$ cat src/sv/spq_pkg.sv
`default_nettype none

package spq_pkg;

  // Default sizes of the queue.
  localparam int DEPTH_DEF         = 64;
  localparam int PRIORITY_BITS_DEF = 16;
  localparam int PAYLOAD_BITS_DEF  = 64;

  // Command codes carried on the request channel.
  localparam logic CMD_INSERT = 1'b0;
  localparam logic CMD_POP    = 1'b1;

  // Result status codes.
  localparam int STATUS_BITS = 2;
  localparam logic [STATUS_BITS-1:0] ST_OK    = 2'd0;
  localparam logic [STATUS_BITS-1:0] ST_EMPTY = 2'd1;
  localparam logic [STATUS_BITS-1:0] ST_FULL  = 2'd2;

  // Operation broadcast to every cell of the chain at once.
  typedef struct packed {
    logic insert;
    logic pop;
  } spq_op_t;

endpackage

`default_nettype wire

$ cat src/sv/spq_cell.sv
`default_nettype none

// One slot of the sorted chain. On an insert a slot keeps its entry if it
// ranks at or above the new key, otherwise it takes the new entry or the
// entry of its left neighbour. On a pop it takes its right neighbour.
module spq_cell #(
  parameter int PRIORITY_BITS = spq_pkg::PRIORITY_BITS_DEF,
  parameter int PAYLOAD_BITS  = spq_pkg::PAYLOAD_BITS_DEF
) (
  input  wire                      clk,
  input  wire                      rst,
  input  wire spq_pkg::spq_op_t    op,
  input  wire [PRIORITY_BITS-1:0]  key,
  input  wire [PAYLOAD_BITS-1:0]   key_payload,
  input  wire                      left_valid,
  input  wire                      left_behind,
  input  wire [PRIORITY_BITS-1:0]  left_pri,
  input  wire [PAYLOAD_BITS-1:0]   left_pay,
  input  wire                      right_valid,
  input  wire [PRIORITY_BITS-1:0]  right_pri,
  input  wire [PAYLOAD_BITS-1:0]   right_pay,
  output logic                     valid,
  output logic [PRIORITY_BITS-1:0] pri,
  output logic [PAYLOAD_BITS-1:0]  pay,
  output logic                     behind
);

  logic                     take_new;
  logic                     take_left;
  logic                     valid_next;
  logic [PRIORITY_BITS-1:0] pri_next;
  logic [PAYLOAD_BITS-1:0]  pay_next;

  // The new entry goes behind every stored entry of equal or higher rank.
  assign behind    = valid && ($signed(pri) >= $signed(key));
  assign take_new  = op.insert && !behind && left_behind;
  assign take_left = op.insert && !behind && !left_behind;

  always_comb begin
    valid_next = valid;
    pri_next   = pri;
    pay_next   = pay;
    priority if (take_new) begin
      valid_next = 1'b1;
      pri_next   = key;
      pay_next   = key_payload;
    end else if (take_left) begin
      valid_next = left_valid;
      pri_next   = left_pri;
      pay_next   = left_pay;
    end else if (op.pop) begin
      valid_next = right_valid;
      pri_next   = right_pri;
      pay_next   = right_pay;
    end
  end

  always_ff @(posedge clk) begin
    if (rst) begin
      valid <= 1'b0;
    end else begin
      valid <= valid_next;
    end
  end

  always_ff @(posedge clk) begin
    pri <= pri_next;
    pay <= pay_next;
  end

endmodule

`default_nettype wire

$ cat config.mk
export PLATFORM = sky130hd
export DESIGN_NAME = spq_cell
export DESIGN_NICKNAME = d
export VERILOG_FILES = /design/src/sv/spq_pkg.sv /design/src/sv/spq_cell.sv
export SDC_FILE = /design/constraint.sdc
export NUM_CORES = 1
export LEC_CHECK = 0
export BUFFER_PORTS_ARGS = -buffer_cell sky130_fd_sc_hd__buf_2
export CAP_MARGIN = 20
export CORE_AREA = 2 2 131 133
export CTS_BUF_LIST = sky130_fd_sc_hd__clkbuf_8
export DETAILED_ROUTE_END_ITERATION = 12
export DIE_AREA = 0 0 133 135
export PLACE_DENSITY_LB_ADDON = 0.08
export SYNTH_ARGS = -nofsm -noshare
export SYNTH_HDL_FRONTEND = slang
export SYNTH_SLANG_ARGS = --single-unit
$ cat constraint.sdc
create_clock -name clk -period 3.4 [get_ports clk]
set_input_delay 0.51 -clock clk [delete_from_list [all_inputs] [get_ports clk]]
set_output_delay 0.51 -clock clk [all_outputs]
set_load 0.02 [all_outputs]
Yosys cells after proc, flatten, opt, wreduce, memory -nomap -nowiden

Cells that the tools add are included.

Reduce and logical (&&, ||, !) cells: 7
Multiply operators: 0
Multiplexer cells: 9
Add/subtract/negate cells: 0
Shift-type cells: 0
Divide/modulo/power cells: 0
Bitwise logic cells: 0
Equality and inequality tests: 0
Magnitude comparators: 1

Operator list:

| cell                               | number |
|---|---|
| 64-bit 2-to-1 mux                  | 3 |
| 16-bit 2-to-1 mux                  | 3 |
| 16-bit greater-or-equal comparator | 1 |
| 1-bit logical AND                  | 4 |
| 1-bit 2-to-1 mux                   | 3 |
| 3-bit nonzero test                 | 1 |
| 1-bit zero test                    | 2 |

Memory bits (writable): 0
Bits in read-only memories: 0
Word-level logic and storage cells: 20
Memories: 0
Bits in latches: 0
Input bits: 247
Register bits: 81

Logic depth before layout (Yosys ltp)

Depth in word-level cells: 7
Mapped depth: 9
Depth with buffers taken out: 8

Least setup slack after synthesis

No wires, ideal clock.

Kind: in2reg
Start point: in key[9]
End point: reg pay[0], enable pin
Slack: -274 ps
Arrival: 3270 ps
Cell stages on the path: 9
Library setup time: 404 ps
Buffers on the path: 1
Cell sequence: inv_1 > ha_1 > a21o_1 > nand3_1 > a21oi_1 > or4_4 > a31oi_4 > buf_6 > or2_2

Cells in the longest elaborated chain, start to end: 6

Ends and longest elaborated chain:

| element                              | line                           | source |
|---|---|---|
| from (decl)                          | spq_cell.sv:13                 | `input wire [PRIORITY_BITS-1:0] key,` |
| 16-bit greater-or-equal comparator * | spq_cell.sv:35                 | `assign behind = valid && ($signed(pri) >= $signed(key));` |
| 1-bit logical AND *                  | spq_cell.sv:35                 |  |
| 1-bit zero test *                    | spq_cell.sv:36, spq_cell.sv:37 |  |
| 1-bit logical AND *                  | spq_cell.sv:36, spq_cell.sv:37 |  |
| 1-bit logical AND (on tied branches) | spq_cell.sv:36, spq_cell.sv:37 |  |
| 3-bit nonzero test (no line) *       | --                             |  |
| to (signal assigned)                 | spq_cell.sv:68                 | `pay <= pay_next;` |
| to (decl)                            | spq_cell.sv:24                 | `output logic [PAYLOAD_BITS-1:0] pay,` |

Mark *: on every way between the ends. The rest lies on a longest branch, timed or not.
A chain may end at the register's enable or synchronous reset.

Worst setup path in the final report

Start point: reg pri[15]
End point: out behind

Cells in the longest elaborated chain, start to end: 2

Ends and longest elaborated chain:

| element                            | line           | source |
|---|---|---|
| from (decl)                        | spq_cell.sv:23 | `output logic [PRIORITY_BITS-1:0] pri,` |
| from (signal assigned)             | spq_cell.sv:67 | `pri <= pri_next;` |
| 16-bit greater-or-equal comparator | spq_cell.sv:35 |  |
| 1-bit logical AND                  | spq_cell.sv:35 |  |
| to (decl)                          | spq_cell.sv:25 | `output logic behind` |

Every way passes these cells.

==> flow_summary.toml <==
[power_and_ir_drop]
seqPwrFrac_pct = 45.6
p_leak_uw = 0.00319
combPwrFrac_pct = 29.6
p_switching_uw = 858
clkPwrFrac_pct = 24.8
swShare_pct = 30.2
p_int_uw = 1980
pwr_density_cell_mw_per_mm2 = 409
peakVddDrop_v = 0.000163

[global_routing]
grtUsageTotal_pct = 16.5
grt_pass1_vias = 4298
grt-ovfl-total = 0
grt_pass1_wl_um = 22500
antenna_found_initial = 0
grt_max_degree = 84

[drt]
first_iter_violations = 109
via_per_inst = 4.50
drtAntennaViolNets = 0
drc = 0
vias = 3966
drt_wl_total_um = 15000
first_pass_iters = 4
routedWlPerCell_um = 17.0

[worst_hold_path]
hold_depth = 2
hold_class = "in -> reg"

[clocking]
cts_buffers = 9
clkTransAtPathRegs_ns = 0.09
post_cts_buffers = 0
cts_tree = "built"
root_buffer = "clkbuf_8"
cts_resized = 0
clock-sinks = 81
cts_htree_levels = 3
postCtsHoldBufs = 0
cts_max_path_buffers = 2
worstSkewPairLatency_ns = 0.36

[final_layout]
area_growth_syn_to_layout_pct = 43.1
layout_commonest_cell = "buf_2"
drive_above_1_share_pct = 67.9
final_area_mm2 = 0.00695
final_cell_count_no_fill = 881
utilization_pct = 42.4
fin_nets = 919
n_antenna_cell = 0
layout_common_cells = "327 x buf_2, 98 x mux2_2, 80 x edfxtp_1"

[yosys]
synth_seq_cells = 81
ys.warnings.count = 0
yosysTopAreaCell = "edfxtp_1"
yosys-top-cells-area = "edfxtp_1 49%, mux2_2 23%, mux2_1 14%"
syn_nets = 591
synth_enable_flop_cells = 80
syn_inst = 328
synth_area_mm2 = 0.00486
syn_area_per_cell_um2 = 14.8
synth_top_area_share_pct = 49.4
ys.flop_type = "edfxtp_1"
synth_cell_types = 30
synth-seq-area-share_pct = 49.9
ys_async_sr_fraction_pct = 0

[floorplanning]
dieArea_mm2 = 0.0180
pin_count = 329
start_util_pct = 29.6
chipWidth_um = 133
fp.dieH_um = 135
core_mm2 = 0.0164
rows = 47

[sta]
finalCriticalPeriod_ns = 2.92
setup_slack_ns = 0.480
fin_setup_tns_ns = 0
fin_crit_sh_pct = 85.9
setup_viol = 0
finalClockSkew_ns = 0.00981
hold_viol = 0
max_freq_ghz = 0.342
drv_slew = 0
rsz0062_at_grt = "false"
relSlewSlack_pct = 63.8
tightest_slew_ns = 0.543

[critical_path]
startpoint_type = "flop"
cp.required_ns = 2.89
endpoint_kind = "primary output"
path_class = "reg -> out"
cp_max_fo = 3
rr_worst_depth = 8
arrival_ns = 2.41

[placement]
placed_cells_incl_taps = 864
hpwl_um = 11700
place_ws_ns = 0.233
dpl-instance-area_mm2 = 0.00674
place_congestion = 0.833
portBuffers = 328

[flow_run]
max_cap_viol_count = 0

[run_status]
status = "completed"
-- worst max-delay path, cell delays in order, from the launching register on --
cell      delay (ns)
edfxtp_1        0.41
ha_1            0.32
nand4_1         0.18
nor3_1          0.11
a21boi_1        0.14
or4_4           0.51
a22oi_1         0.15
nor2b_1         0.07
buf_2           0.16
-- path summary, 6_finish.rpt --
check / start / endpoint / slack, ns
worst min register to register: valid / valid / 0.76
worst max-delay path: pri[15] / behind / 0.48
worst max register to register: pri[15] / pay[28] / 0.50
worst min-delay path: right_pay[15] / pay[15] / 0.43
-- state kept, by name (all words and copies together) (netlist names) --
register and count:
pri 16, pay 64, valid 1
-- power by group through the flow --
| stage | combinational [uW] | clock [uW] | sequential (uW) |
|---|---|---|---|
| 2_1_floorplan | 336 | 0 | 1490 |
| 3_3_place_gp | 849 | 0 | 1320 |
| 3_5_place_dp | 854 | 0 | 1320 |
| 4_1_cts | 858 | 740 | 1300 |
| 5_1_grt | 918 | 771 | 1310 |
| 6_report | 842 | 704 | 1300 |
-- synthesized netlist by cell type (2+ instances only) --
cell,instances
nor2_1,4
nand4_1,3
mux2_2,98
clkbuf_1,9
nand2b_1,2
edfxtp_1,80
ha_1,16
nand3_1,3
buf_6,8
a21o_1,2
a21oi_1,6
inv_1,17
mux2_1,62
nor2b_1,2
-- per-stage QoR --
step	power (uW)	hold WS, ns
after floorplan	1820	0.706
after detailed placement	2170	0.755
after global placement	2170	0.751
final	2840	0.431
after global routing	3000	0.405
after CTS	2900	0.398
-- metal layers --
| metal | global-route usage, % | share of wire (%) |
|---|---|---|
| met1 | 17.7 | 37 |
| met2 | 29.3 | 51 |
| met3 | 5.41 | 9.3 |
| met4 | 7.95 | 2.9 |
| met5 | 0 | 0 |
-- logic make-up (layout without fill, tap and decap cells) --
family / Yosys count / in the layout / synth area share [%]
muxes: 160 / 160 / 37.1
adders and majority gates: 16 / 16 / 4.12
buffers and inverters: 34 / 367 / 3.86
and+or+nand+nor: 21 / 21 / 2.55
DFF: 81 / 81 / 49.9
AOI/OAI and AO/OA: 16 / 16 / 2.52
-- area by class of cell --
type / instances / area, um2
fill: 1611 / 9460
sequential: 81 / 2420
multi-input combinational: 213 / 2250
timing repair buffer: 334 / 1750
tap: 220 / 275
clock buffer: 9 / 124
inverter: 17 / 63.8
clock inverter: 7 / 62.6
(Power assumes the default switching activity.)
